$ cat src/sv/round_robin_time_slice_scheduler_top_defines.svh
// assertion macros shared by the scheduler modules
`ifndef ROUND_ROBIN_TIME_SLICE_SCHEDULER_TOP_DEFINES_SVH
`define ROUND_ROBIN_TIME_SLICE_SCHEDULER_TOP_DEFINES_SVH

// checked at every rising clock edge, off while in reset
`define RRTS_ASSERT(lbl, prop, msg) \
  lbl: assert property (@(posedge clk_i) disable iff (!rst_ni) (prop)) \
    else $error(msg);

// checked at every rising clock edge, reset included
`define RRTS_ASSERT_ALWAYS(lbl, prop, msg) \
  lbl: assert property (@(posedge clk_i) (prop)) else $error(msg);

`endif

$ cat src/sv/rrts_pkg.sv
package rrts_pkg;

  localparam int IdW    = 8;
  localparam int BurstW = 16;
  localparam int TimeW  = 32;
  localparam int QuantW = 8;

  localparam logic OP_ARRIVE = 1'b0;
  localparam logic OP_TICK   = 1'b1;

  localparam logic [QuantW-1:0] QUANTUM_RESET = 8'd3;

  typedef enum logic [1:0] {
    STAT_QUEUED  = 2'd0,
    STAT_DROPPED = 2'd1,
    STAT_IDLE    = 2'd2,
    STAT_RAN     = 2'd3
  } status_e;

  typedef enum logic [1:0] {
    S_IDLE,
    S_EXEC,
    S_REREAD,
    S_DONE
  } state_e;

  typedef struct packed {
    logic [IdW-1:0]    ident;
    logic [BurstW-1:0] burst;
    logic [BurstW-1:0] left;
    logic [TimeW-1:0]  arrival;
  } entry_t;

  typedef struct packed {
    logic arrive;
    logic idle_tick;
    logic tick_start;
    logic rotate;
    logic reread;
    logic run;
    logic finish;
  } cmd_t;

  typedef struct packed {
    logic empty;
    logic slice_expired;
    logic out_valid;
  } sts_t;

endpackage

$ cat src/sv/rrts_ram.sv
module rrts_ram #(
  parameter int WIDTH = 72,
  parameter int DEPTH = 8
) (
  input  logic                     clk_i,
  input  logic                     we_i,
  input  logic [$clog2(DEPTH)-1:0] waddr_i,
  input  logic [WIDTH-1:0]         wdata_i,
  input  logic                     re_i,
  input  logic [$clog2(DEPTH)-1:0] raddr_i,
  output logic [WIDTH-1:0]         rdata_o
);

  logic [WIDTH-1:0] mem_q [DEPTH];
  logic [WIDTH-1:0] rdata_q;

  always_ff @(posedge clk_i) begin
    if (we_i) begin
      mem_q[waddr_i] <= wdata_i;
    end
    if (re_i) begin
      rdata_q <= mem_q[raddr_i];
    end
  end

  assign rdata_o = rdata_q;

endmodule

$ cat src/sv/rrts_ctrl.sv
`include "round_robin_time_slice_scheduler_top_defines.svh"

module rrts_ctrl (
  input  logic           clk_i,
  input  logic           rst_ni,
  input  logic           in_valid_i,
  input  logic           op_i,
  input  logic           out_stall_i,
  input  rrts_pkg::sts_t sts_i,
  output logic           in_stall_o,
  output rrts_pkg::cmd_t cmd_o
);
  import rrts_pkg::*;

  state_e state_q, state_d;
  logic   rotated_q, rotated_d;
  logic   accept;

  assign in_stall_o = (state_q != S_IDLE) || (sts_i.out_valid && out_stall_i);
  assign accept     = in_valid_i && !in_stall_o;

  always_comb begin
    state_d   = state_q;
    rotated_d = rotated_q;
    case (state_q)
      S_IDLE: begin
        if (accept && (op_i == OP_TICK) && !sts_i.empty) begin
          state_d   = S_EXEC;
          rotated_d = 1'b0;
        end
      end
      S_EXEC: begin
        if (sts_i.slice_expired && !rotated_q) begin
          state_d   = S_REREAD;
          rotated_d = 1'b1;
        end else begin
          state_d = S_DONE;
        end
      end
      S_REREAD: state_d = S_EXEC;
      S_DONE:   state_d = S_IDLE;
      default:  state_d = S_IDLE;
    endcase
  end

  always_comb begin
    cmd_o = '0;
    case (state_q)
      S_IDLE: begin
        if (accept) begin
          if (op_i == OP_ARRIVE) begin
            cmd_o.arrive = 1'b1;
          end else if (sts_i.empty) begin
            cmd_o.idle_tick = 1'b1;
          end else begin
            cmd_o.tick_start = 1'b1;
          end
        end
      end
      S_EXEC: begin
        if (sts_i.slice_expired && !rotated_q) begin
          cmd_o.rotate = 1'b1;
        end else begin
          cmd_o.run = 1'b1;
        end
      end
      S_REREAD: cmd_o.reread = 1'b1;
      S_DONE:   cmd_o.finish = 1'b1;
      default:  cmd_o = '0;
    endcase
  end

  always_ff @(posedge clk_i or negedge rst_ni) begin
    if (!rst_ni) begin
      state_q   <= S_IDLE;
      rotated_q <= 1'b0;
    end else begin
      state_q   <= state_d;
      rotated_q <= rotated_d;
    end
  end

  `RRTS_ASSERT(a_cmd_onehot, $onehot0(cmd_o), "more than one datapath command")
  `RRTS_ASSERT(a_done_out_free, (state_q == S_DONE) |-> !sts_i.out_valid,
    "result lands on an occupied output")
  `RRTS_ASSERT(a_single_rotate, cmd_o.rotate |=> cmd_o.reread ##1 cmd_o.run,
    "head rotated more than once in a tick")

endmodule

$ cat src/sv/rrts_dp.sv
`include "round_robin_time_slice_scheduler_top_defines.svh"

module rrts_dp #(
  parameter int QUEUE_DEPTH = 8
) (
  input  logic                                 clk_i,
  input  logic                                 rst_ni,
  input  rrts_pkg::cmd_t                       cmd_i,
  output rrts_pkg::sts_t                       sts_o,
  input  logic                                 quantum_we_i,
  input  logic [rrts_pkg::QuantW-1:0]          quantum_i,
  input  logic [rrts_pkg::IdW-1:0]             proc_id_i,
  input  logic [rrts_pkg::BurstW-1:0]          burst_i,
  input  logic                                 out_stall_i,
  output logic                                 out_valid_o,
  output logic [1:0]                           status_o,
  output logic [rrts_pkg::IdW-1:0]             run_id_o,
  output logic [rrts_pkg::TimeW-1:0]           now_o,
  output logic                                 started_o,
  output logic                                 finished_o,
  output logic [rrts_pkg::TimeW-1:0]           turnaround_o,
  output logic [rrts_pkg::TimeW-1:0]           waiting_o
);
  import rrts_pkg::*;

  localparam int PtrW = $clog2(QUEUE_DEPTH);
  localparam int OccW = $clog2(QUEUE_DEPTH + 1);
  localparam logic [PtrW-1:0] LastPtr = PtrW'(QUEUE_DEPTH - 1);
  localparam logic [OccW-1:0] FullOcc = OccW'(QUEUE_DEPTH);

  function automatic logic [PtrW-1:0] ring_next(input logic [PtrW-1:0] p);
    ring_next = (p == LastPtr) ? '0 : p + PtrW'(1);
  endfunction

  logic [QuantW-1:0] quantum_q;
  logic [PtrW-1:0]   head_q, head_d, tail_q, tail_d;
  logic [OccW-1:0]   occ_q, occ_d;
  logic [QuantW-1:0] slice_q, slice_d;
  logic [TimeW-1:0]  clock_q, clock_d;
  logic              out_valid_q, out_valid_d;

  status_e           status_q;
  logic [IdW-1:0]    run_id_q;
  logic [TimeW-1:0]  now_q, turn_q, wait_q;
  logic              started_q, finished_q;
  logic [BurstW-1:0] burst_q;

  logic              full, empty, fin;
  logic              ram_we, ram_re;
  logic [PtrW-1:0]   ram_waddr;
  entry_t            ram_wdata, rd_entry, new_entry;
  logic [$bits(entry_t)-1:0] ram_rdata;

  assign full     = (occ_q == FullOcc);
  assign empty    = (occ_q == '0);
  assign rd_entry = entry_t'(ram_rdata);
  assign fin      = (rd_entry.left <= BurstW'(1));

  assign sts_o.empty         = empty;
  assign sts_o.slice_expired = (slice_q >= quantum_q);
  assign sts_o.out_valid     = out_valid_q;

  always_comb begin
    new_entry.ident   = proc_id_i;
    new_entry.burst   = burst_i;
    new_entry.left    = burst_i;
    new_entry.arrival = clock_q;
  end

  // one write port: arrival and rotation go to the tail, run updates the head
  always_comb begin
    ram_we    = 1'b0;
    ram_waddr = tail_q;
    ram_wdata = new_entry;
    if (cmd_i.arrive && !full) begin
      ram_we = 1'b1;
    end else if (cmd_i.rotate) begin
      ram_we    = 1'b1;
      ram_wdata = rd_entry;
    end else if (cmd_i.run) begin
      ram_we         = 1'b1;
      ram_waddr      = head_q;
      ram_wdata      = rd_entry;
      ram_wdata.left = fin ? '0 : rd_entry.left - BurstW'(1);
    end
  end

  assign ram_re = cmd_i.tick_start || cmd_i.reread;

  rrts_ram #(
    .WIDTH ($bits(entry_t)),
    .DEPTH (QUEUE_DEPTH)
  ) u_ram (
    .clk_i   (clk_i),
    .we_i    (ram_we),
    .waddr_i (ram_waddr),
    .wdata_i (ram_wdata),
    .re_i    (ram_re),
    .raddr_i (head_q),
    .rdata_o (ram_rdata)
  );

  always_comb begin
    head_d      = head_q;
    tail_d      = tail_q;
    occ_d       = occ_q;
    slice_d     = slice_q;
    clock_d     = clock_q;
    out_valid_d = out_valid_q && out_stall_i;
    if (cmd_i.arrive) begin
      out_valid_d = 1'b1;
      if (!full) begin
        tail_d = ring_next(tail_q);
        occ_d  = occ_q + OccW'(1);
      end
    end
    if (cmd_i.idle_tick) begin
      clock_d     = clock_q + TimeW'(1);
      slice_d     = '0;
      out_valid_d = 1'b1;
    end
    if (cmd_i.tick_start) begin
      clock_d = clock_q + TimeW'(1);
    end
    if (cmd_i.rotate) begin
      head_d  = ring_next(head_q);
      tail_d  = ring_next(tail_q);
      slice_d = '0;
    end
    if (cmd_i.run) begin
      if (fin) begin
        head_d  = ring_next(head_q);
        occ_d   = occ_q - OccW'(1);
        slice_d = '0;
      end else begin
        slice_d = slice_q + QuantW'(1);
      end
    end
    if (cmd_i.finish) begin
      out_valid_d = 1'b1;
    end
  end

  always_ff @(posedge clk_i or negedge rst_ni) begin
    if (!rst_ni) begin
      quantum_q   <= QUANTUM_RESET;
      head_q      <= '0;
      tail_q      <= '0;
      occ_q       <= '0;
      slice_q     <= '0;
      clock_q     <= '0;
      out_valid_q <= 1'b0;
    end else begin
      if (quantum_we_i) begin
        quantum_q <= quantum_i;
      end
      head_q      <= head_d;
      tail_q      <= tail_d;
      occ_q       <= occ_d;
      slice_q     <= slice_d;
      clock_q     <= clock_d;
      out_valid_q <= out_valid_d;
    end
  end

  // result registers, written only while the output is free
  always_ff @(posedge clk_i) begin
    if (cmd_i.arrive) begin
      status_q   <= full ? STAT_DROPPED : STAT_QUEUED;
      run_id_q   <= '0;
      now_q      <= clock_q;
      started_q  <= 1'b0;
      finished_q <= 1'b0;
      turn_q     <= '0;
      wait_q     <= '0;
    end
    if (cmd_i.idle_tick) begin
      status_q   <= STAT_IDLE;
      run_id_q   <= '0;
      now_q      <= clock_q + TimeW'(1);
      started_q  <= 1'b0;
      finished_q <= 1'b0;
      turn_q     <= '0;
      wait_q     <= '0;
    end
    if (cmd_i.run) begin
      status_q   <= STAT_RAN;
      run_id_q   <= rd_entry.ident;
      now_q      <= clock_q;
      started_q  <= (rd_entry.left == rd_entry.burst);
      finished_q <= fin;
      turn_q     <= fin ? clock_q - rd_entry.arrival : '0;
      burst_q    <= rd_entry.burst;
    end
    if (cmd_i.finish) begin
      wait_q <= finished_q ? turn_q - TimeW'(burst_q) : '0;
    end
  end

  assign out_valid_o  = out_valid_q;
  assign status_o     = status_q;
  assign run_id_o     = run_id_q;
  assign now_o        = now_q;
  assign started_o    = started_q;
  assign finished_o   = finished_q;
  assign turnaround_o = turn_q;
  assign waiting_o    = wait_q;

  `RRTS_ASSERT(a_occ_bound, occ_q <= FullOcc, "occupancy above queue depth")
  `RRTS_ASSERT(a_ptr_meet, (empty || full) |-> (head_q == tail_q),
    "pointers disagree with occupancy")
  `RRTS_ASSERT(a_run_nonempty, (cmd_i.run || cmd_i.rotate) |-> !empty,
    "entry used from an empty queue")

endmodule

$ cat src/sv/round_robin_time_slice_scheduler_top.sv
// channel   direction  handshake                   payload
// input     in         in_valid_i / in_stall_o     op_i, proc_id_i, burst_i
// result    out        out_valid_o / out_stall_i   status_o .. waiting_o
// config    in         quantum_we_i                quantum_i
//
// an arrival or an idle tick is handled straight from idle; a tick that runs a
// process reads the queue ram, executes and subtracts the waiting time, and if
// the head is rotated first, the single-read ram is read again at the new head
// before the execute. reset clears pointers, occupancy, slice, clock and valid
// flag, sets the quantum to 3; the queue ram is not cleared, entries are read
// only while occupied. a held result stalls the input only until it is taken.
module round_robin_time_slice_scheduler_top #(
  parameter int QUEUE_DEPTH = 8
) (
  input  logic                        clk_i,
  input  logic                        rst_ni,
  input  logic                        in_valid_i,
  output logic                        in_stall_o,
  input  logic                        op_i,
  input  logic [rrts_pkg::IdW-1:0]    proc_id_i,
  input  logic [rrts_pkg::BurstW-1:0] burst_i,
  output logic                        out_valid_o,
  input  logic                        out_stall_i,
  output logic [1:0]                  status_o,
  output logic [rrts_pkg::IdW-1:0]    run_id_o,
  output logic [rrts_pkg::TimeW-1:0]  now_o,
  output logic                        started_o,
  output logic                        finished_o,
  output logic [rrts_pkg::TimeW-1:0]  turnaround_o,
  output logic [rrts_pkg::TimeW-1:0]  waiting_o,
  input  logic                        quantum_we_i,
  input  logic [rrts_pkg::QuantW-1:0] quantum_i
);
  import rrts_pkg::*;

  cmd_t cmd;
  sts_t sts;

  rrts_ctrl u_ctrl (
    .clk_i       (clk_i),
    .rst_ni      (rst_ni),
    .in_valid_i  (in_valid_i),
    .op_i        (op_i),
    .out_stall_i (out_stall_i),
    .sts_i       (sts),
    .in_stall_o  (in_stall_o),
    .cmd_o       (cmd)
  );

  rrts_dp #(
    .QUEUE_DEPTH (QUEUE_DEPTH)
  ) u_dp (
    .clk_i        (clk_i),
    .rst_ni       (rst_ni),
    .cmd_i        (cmd),
    .sts_o        (sts),
    .quantum_we_i (quantum_we_i),
    .quantum_i    (quantum_i),
    .proc_id_i    (proc_id_i),
    .burst_i      (burst_i),
    .out_stall_i  (out_stall_i),
    .out_valid_o  (out_valid_o),
    .status_o     (status_o),
    .run_id_o     (run_id_o),
    .now_o        (now_o),
    .started_o    (started_o),
    .finished_o   (finished_o),
    .turnaround_o (turnaround_o),
    .waiting_o    (waiting_o)
  );

endmodule
$ cat config.mk
export PLATFORM = sky130hd
export DESIGN_NAME = round_robin_time_slice_scheduler_top
export DESIGN_NICKNAME = d
export VERILOG_FILES = /design/src/sv/rrts_pkg.sv /design/src/sv/rrts_ram.sv /design/src/sv/rrts_ctrl.sv /design/src/sv/rrts_dp.sv /design/src/sv/round_robin_time_slice_scheduler_top.sv
export VERILOG_INCLUDE_DIRS = /design/src /design/src/sv
export SDC_FILE = /design/constraint.sdc
export NUM_CORES = 1
export LEC_CHECK = 0
export ABC_AREA = 1
export BUFFER_PORTS_ARGS = -buffer_cell sky130_fd_sc_hd__buf_2
export CORE_AREA = 2 2 263 265
export DETAILED_ROUTE_END_ITERATION = 10
export DIE_AREA = 0 0 265 267
export PLACE_DENSITY_LB_ADDON = 0.1
export SYNTH_ARGS = -nofsm -noshare
export SYNTH_HDL_FRONTEND = slang
export SYNTH_SLANG_ARGS = --single-unit
export TNS_END_PERCENT = 50
$ cat constraint.sdc
create_clock -name clk_i -period 5.7 [get_ports clk_i]
set_clock_uncertainty 0.2 [all_clocks]
set_input_delay 0 -clock clk_i [delete_from_list [all_inputs] [get_ports clk_i]]
set_output_delay 0 -clock clk_i [all_outputs]
set_load 0.03 [all_outputs]
Word level (Yosys, flattened, before mapping)
Memories as Yosys holds them, arrays and structs flattened. A register that Yosys moved wholly into a read port is not among the register bits. Index checks and enable logic that the tools add are counted.

Register bits after elaboration: 186. Input port bits: 38. Output and inout bits: 110. Memories kept: 1. Word-level logic and storage cells: 135. RAM bits: 576.

Mux-type cells: 70. Reductions and logical operators: 25. Add/subtract/negate cells: 9. Eq/ne operators: 10. Order comparisons: 2.

Memory list: u_dp.u_ram.mem_q (words 8, bits a word 72, read ports 1, clocked after Yosys merged registers in 1, wr ports 1, line rrts_ram.sv:14) `logic [WIDTH-1:0] mem_q [DEPTH];`.

Operators with widths (number): $mux W32 (11); $mux W72 (3); $mux W8 (7); $mux W3 (13); $add A32 B1 Y32 const B (1); $sub A32 B16 Y32 (1); $sub A32 B32 Y32 (1); $mux W1 (27); $eq A16 B16 Y1 (1); $le A16 B1 Y1 const B (1); $mux W16 (1); $mux W4 (4); $sub A16 B1 Y16 const B (1); $reduce_bool A2 Y1 (5); $reduce_bool A3 Y1 (3); $add A8 B1 Y8 const B (1); $ge A8 B8 Y1 (1); $pmux W2 S4 (1); $add A3 B1 Y3 const B (2); $eq A3 B3 Y1 const B (2); $logic_and A1 B1 Y1 (6); $add A4 B1 Y4 const B (1); $eq A2 B2 Y1 const B (2); $eq A4 B4 Y1 const B (1); other kinds (13) (19).

Depth between registers and ports, before layout
Depth in word-level cells: 10. Gate-level depth with buffers: 16. Depth with buffers taken out: 15.

Cells and area by module
Synthesis repeated with hierarchy kept, for this count alone.

Cells, all modules: 4604. Area total of the unflattened synthesis: 41155.7 µm².

Modules (own cells, without submodules): rrts_ram (sequential area each 19458.7 µm², instances 1, cells each 2577, area each 27286.2 µm²); rrts_dp (sequential area each 5182.5 µm², instances 1, cells each 1996, area each 13674.4 µm²); rrts_ctrl (sequential area each 75.1 µm², instances 1, cells each 31, area each 195.2 µm²).

Worst setup path after synthesis
Ideal clock, no wire load.

Path type: reg-to-reg. Start: register u_dp.quantum_q[1]. End: memory u_dp.u_ram.mem_q[0][0], enable pin. Data required time: 4997 ps. Data arrival time: 4774 ps. Setup time: 503 ps. Setup slack: 223 ps. Period minus slack after synthesis: 5477 ps. Buffers on the path: 1. Stages on the path, launching flop included: 15. Cells stage by stage: dfstp_2 inv_1 ha_1 nand2_1 nand3_1 nand2_1 nand2_1 nand2_1 nand2_2 nand2_4 nand2_2 buf_4 nand2_1 nand3_1 nor2_1.

Cells in the longest elaborated chain, start to end: 9. Elaborated cells between the ends (all ways): 14. Those cells by class: 1 x order compare; 12 x mux; 1 x reduce/logical.

Ends and longest elaborated chain: start: declaration (line rrts_dp.sv:35) `logic [QuantW-1:0] quantum_q;`; start signal: assignment (line rrts_dp.sv:155) `quantum_q <= quantum_i;`; $ge A8 B8 Y1 (*) (line rrts_dp.sv:60) `assign sts_o.slice_expired = (slice_q >= quantum_q);`; $logic_and A1 B1 Y1 (*) (line rrts_ctrl.sv:61) `if (sts_i.slice_expired && !rotated_q) begin`; $mux W1 (line rrts_ctrl.sv:61); $mux W1 (line rrts_ctrl.sv:48) `case (state_q)`; $mux W1 (line rrts_dp.sv:80) `end else if (cmd_i.run) begin`; $mux W1 (line rrts_dp.sv:77) `end else if (cmd_i.rotate) begin`; $mux W1 (line rrts_dp.sv:75) `if (cmd_i.arrive && !full) begin`; $mux W1 (line rrts_ram.sv:18) `if (we_i) begin`; $mux W1 (implied by the code) (line rrts_ram.sv:19) `mem_q[waddr_i] <= wdata_i;`; end: declaration (line rrts_ram.sv:14).

Mark *: on every way between the ends. The rest lies on a longest branch, timed or not.

Final worst setup path
Start: register u_dp.quantum_q[1]. End: memory u_dp.u_ram.mem_q[0][44], enable pin.

The elaborated chain is that of the path after synthesis.

==> results.md <==
- Maximum vdd ir drop: 0.478 mV
- Setup bufs post-CTS: 0
- Most common cell on crit path: nand2_1
- Initial antenna violation count: 0
- Number of global-route vias before repair: 25,900
- Pwr dens: 613 nW/um2
- Setup CP Type: reg2reg
- R2R Setup Slk: 1.38 ns
- Critical R2R Launch: u_dp.quantum_q[1]
- CTS max path bufs: 3
- Commonest cells after routing, fill and taps aside: 770 x edfxtp_1, 702 x nor2_1, 561 x nand2_1, 432 x o21ai_0, 268 x inv_1
- RSZ-0062 raised after global routing: no
- Tightest Pin Transition: 1.31 ns
- Post_cts resized: 0
- Sequential share of the synthesized area: 65.6%
- Post-Syn Instances: 3,569
- Port Buffers: 147
- Final Power: 26.2 mW
- Slowest CP cell: nor2_4
- TritonCTS Sinks: 834
- Yosys reg bits: 834
- Crit. Startpoint: u_dp.quantum_q[1]
- Gpl congestion: 0.974
- Core footprint: 68,000 um2
- Slew headroom: 12.0%
- Pins Over Slew Limit: 0
- Hold Path Cell Cnt: 3
- CTS clk-pin slew, worst paths: 0.06 ns
- Crit path time final: 4.32 ns
- Crit-path cells: inv_1 > ha_1 > nand2_1 > nand3_1 > nand2_1 > nand2_1 > nand2_1 > nand2_2 > nand2_4 > nand2_2 > nand2_1 > nand3_1 > nor2_4 > buf_4
- CP arrival: 4.43 ns
- Most common cell after layout, fill and taps aside: edfxtp_1
- CP endpoint kind: flip-flop
- First-pass GRT wire length: 151 mm
- Synth Warn #: 0
- Slowest stage delay, CP: 0.85 ns
- Yosys cell types: 49
- Ys async rst share: 7.43%
- Outcome: finished, final reports clean
- Reg2reg end: u_dp.u_ram.mem_q[0][44]
- H-Tree Depth: 3
- Mean routed wirelength per cell: 21.1 um
- Final hold vios: 0
- Root buf cell: clkbuf_16
- Via count: 27,000
- First drt pass iteration count: 8
- Largest net degree at the start of global routing: 116
- Final period util: 75.8%
- Ports: 148
- CTS tree: yes
- Die area: 70,800 um2
- Initial Utilization: 55.4%
- WHS Endpoint: u_dp.quantum_q[4]
- Clk Latency, worst-skew pair: 0.65 ns
- Total gr overflow: 0
- Hold Crit Class: in2reg
- CP required: 5.81 ns
- Filler cells: 5,476
- Fmax: 231 MHz
- Num CTS Buffers: 86
- Gr usage total: 28.1%
- DRT antenna net count: 0
- DR vias/cell: 5.73
- # diodes: 0
- Main area contributors after synthesis: edfxtp_1 61%, nor2_1 7.1%, o21ai_0 5.7%, nand2_1 5.6%, dfrtp_1 4.0%
- Leak: 16.2 nW
- # setup viols final: 0
- Post-synth EDFFs: 770
- Total Wirelength: 99.2 mm
- Hpwl dp: 64.1 mm
- Area grow syn2layout: 13.4%
- Die height: 267 um
- CP Max Fanout: 24
- Final Net Count: 3,863
- Top-area cell type share of the netlist area: 61.4%
- Synth Area per Inst: 10.5 um2
- Post-cts hold buffer count: 62
- Most common flop cell mapped by yosys: edfxtp_1
- Setup TNS after final layout: 0 ns
- Hold path startpoint: quantum_we_i
- FP Rows: 96
- Cell area after synthesis: 37,700 um2
- R2r worst-path depth: 14
- CP Launch Type: flip-flop
- Detailed router's first-iteration violation count: 2,735
- Maxcap violations: 0
- Drc violations: 0
- Post-Syn Nets: 3,674
- Leading area contributor after synthesis: edfxtp_1
- Share of cells above drive strength 1: 9.64%
- Die Width: 265 um
==> cell families after synthesis <==
| logic type | count (synthesis) | share of synthesized area, % |
|---|---|---|
| adders and majority gates | 67 | 2.27 |
| DFF | 834 | 65.6 |
| muxes | 1 | 0.0299 |
| AOI/OAI and AO/OA | 700 | 9.98 |
| buffers and inverters | 424 | 4.52 |
| xor gates and xnor gates | 80 | 1.86 |
| and+or+nand+nor | 1463 | 15.7 |
==> stage by stage <==
stage	area (um2)	cells	hold slack [ns]	setup WS [ns]	util (%)
final	42700	4710	0.120	1.38	62.8
after global routing	42700	4710	0.127	1.15	62.8
after CTS	42700	4710	0.0463	1.40	62.8
after detailed placement	39300	4490	0.0238	1.43	57.9
after global placement	39300	4490	0.0315	1.49	57.9
after floorplan	37700	3569	-0.496	0.223	-
==> critical path, delay by kind of cell, from the launching register on <==
| family | cells | cell delay [ns] |
|---|---|---|
| simple gates | 11 | 2.53 |
| buf+inv | 2 | 0.43 |
| fa+ha+maj | 1 | 0.28 |
| flops | 1 | 0.52 |
==> layout make-up <==
type | count | area [um2] | share of cell area, %
Sequential cell | 834 | 24700 | 57.9
Multi-Input combinational cell | 2311 | 11300 | 26.5
Clock buffer | 102 | 2220 | 5.20
Timing Repair Buffer | 250 | 1780 | 4.16
Tap cell | 882 | 1100 | 2.58
Inverter | 275 | 1040 | 2.44
Clock inverter | 56 | 515 | 1.21
==> state kept, by name (all words and copies together), names as in the netlist, 16 cells and up <==
name and flops:
u_dp.u_ram.mem_q 576, u_dp.u_ram.rdata_o 72, u_dp.clock_q 32, u_dp.now_o 32, u_dp.turnaround_o 32, u_dp.waiting_o 32, u_dp.burst_q 16
==> synthesized netlist by cell type, types with 5 or more instances <==
library cell,n
a31oi_1,74
inv_2,7
nor2_2,7
o21a_1,11
or2_2,5
nand2_1,562
a21oi_1,87
xnor2_1,15
nand4_1,11
o21bai_1,8
nand3_1,102
o21ai_0,432
clkbuf_1,72
edfxtp_1,770
buf_1,15
dfrtp_1,60
o21ai_1,9
ha_1,65
inv_1,268
buf_4,10
nor3_1,31
nor2_1,711
xor2_1,65
o22ai_1,76
nand3b_1,7
buf_2,50
==> power by group <==
part,internal (mW),switching (mW),total (mW)
clock network,3.12,2.34,5.46
registers,9.52,1.05,10.6
logic,2.71,7.44,10.2
total,15.4,10.8,26.2
==> worst max-delay path by stage <==
stage                              endpoint  slack [ns]  depth (start not counted)
finish              u_dp.u_ram.mem_q[0][44]        1.38                         14
global route        u_dp.u_ram.mem_q[0][39]        1.15                         14
CTS                 u_dp.u_ram.mem_q[0][44]        1.40                         14
detailed placement  u_dp.u_ram.mem_q[0][44]        1.43                         14
global placement    u_dp.u_ram.mem_q[0][44]        1.49                         14
floorplan            u_dp.u_ram.mem_q[0][0]        0.22                         14
==> per-layer routing <==
layer | vias up | GRT usage (%) | share of wire, %
li1 | 12700 | - | -
met1 | 13100 | 39.4 | 42
met4 | 0 | 8.70 | 2.4
met5 | - | 0 | 0
met3 | 151 | 4.63 | 8.2
met2 | 1061 | 45.4 | 47
(Power assumes the default switching activity.)
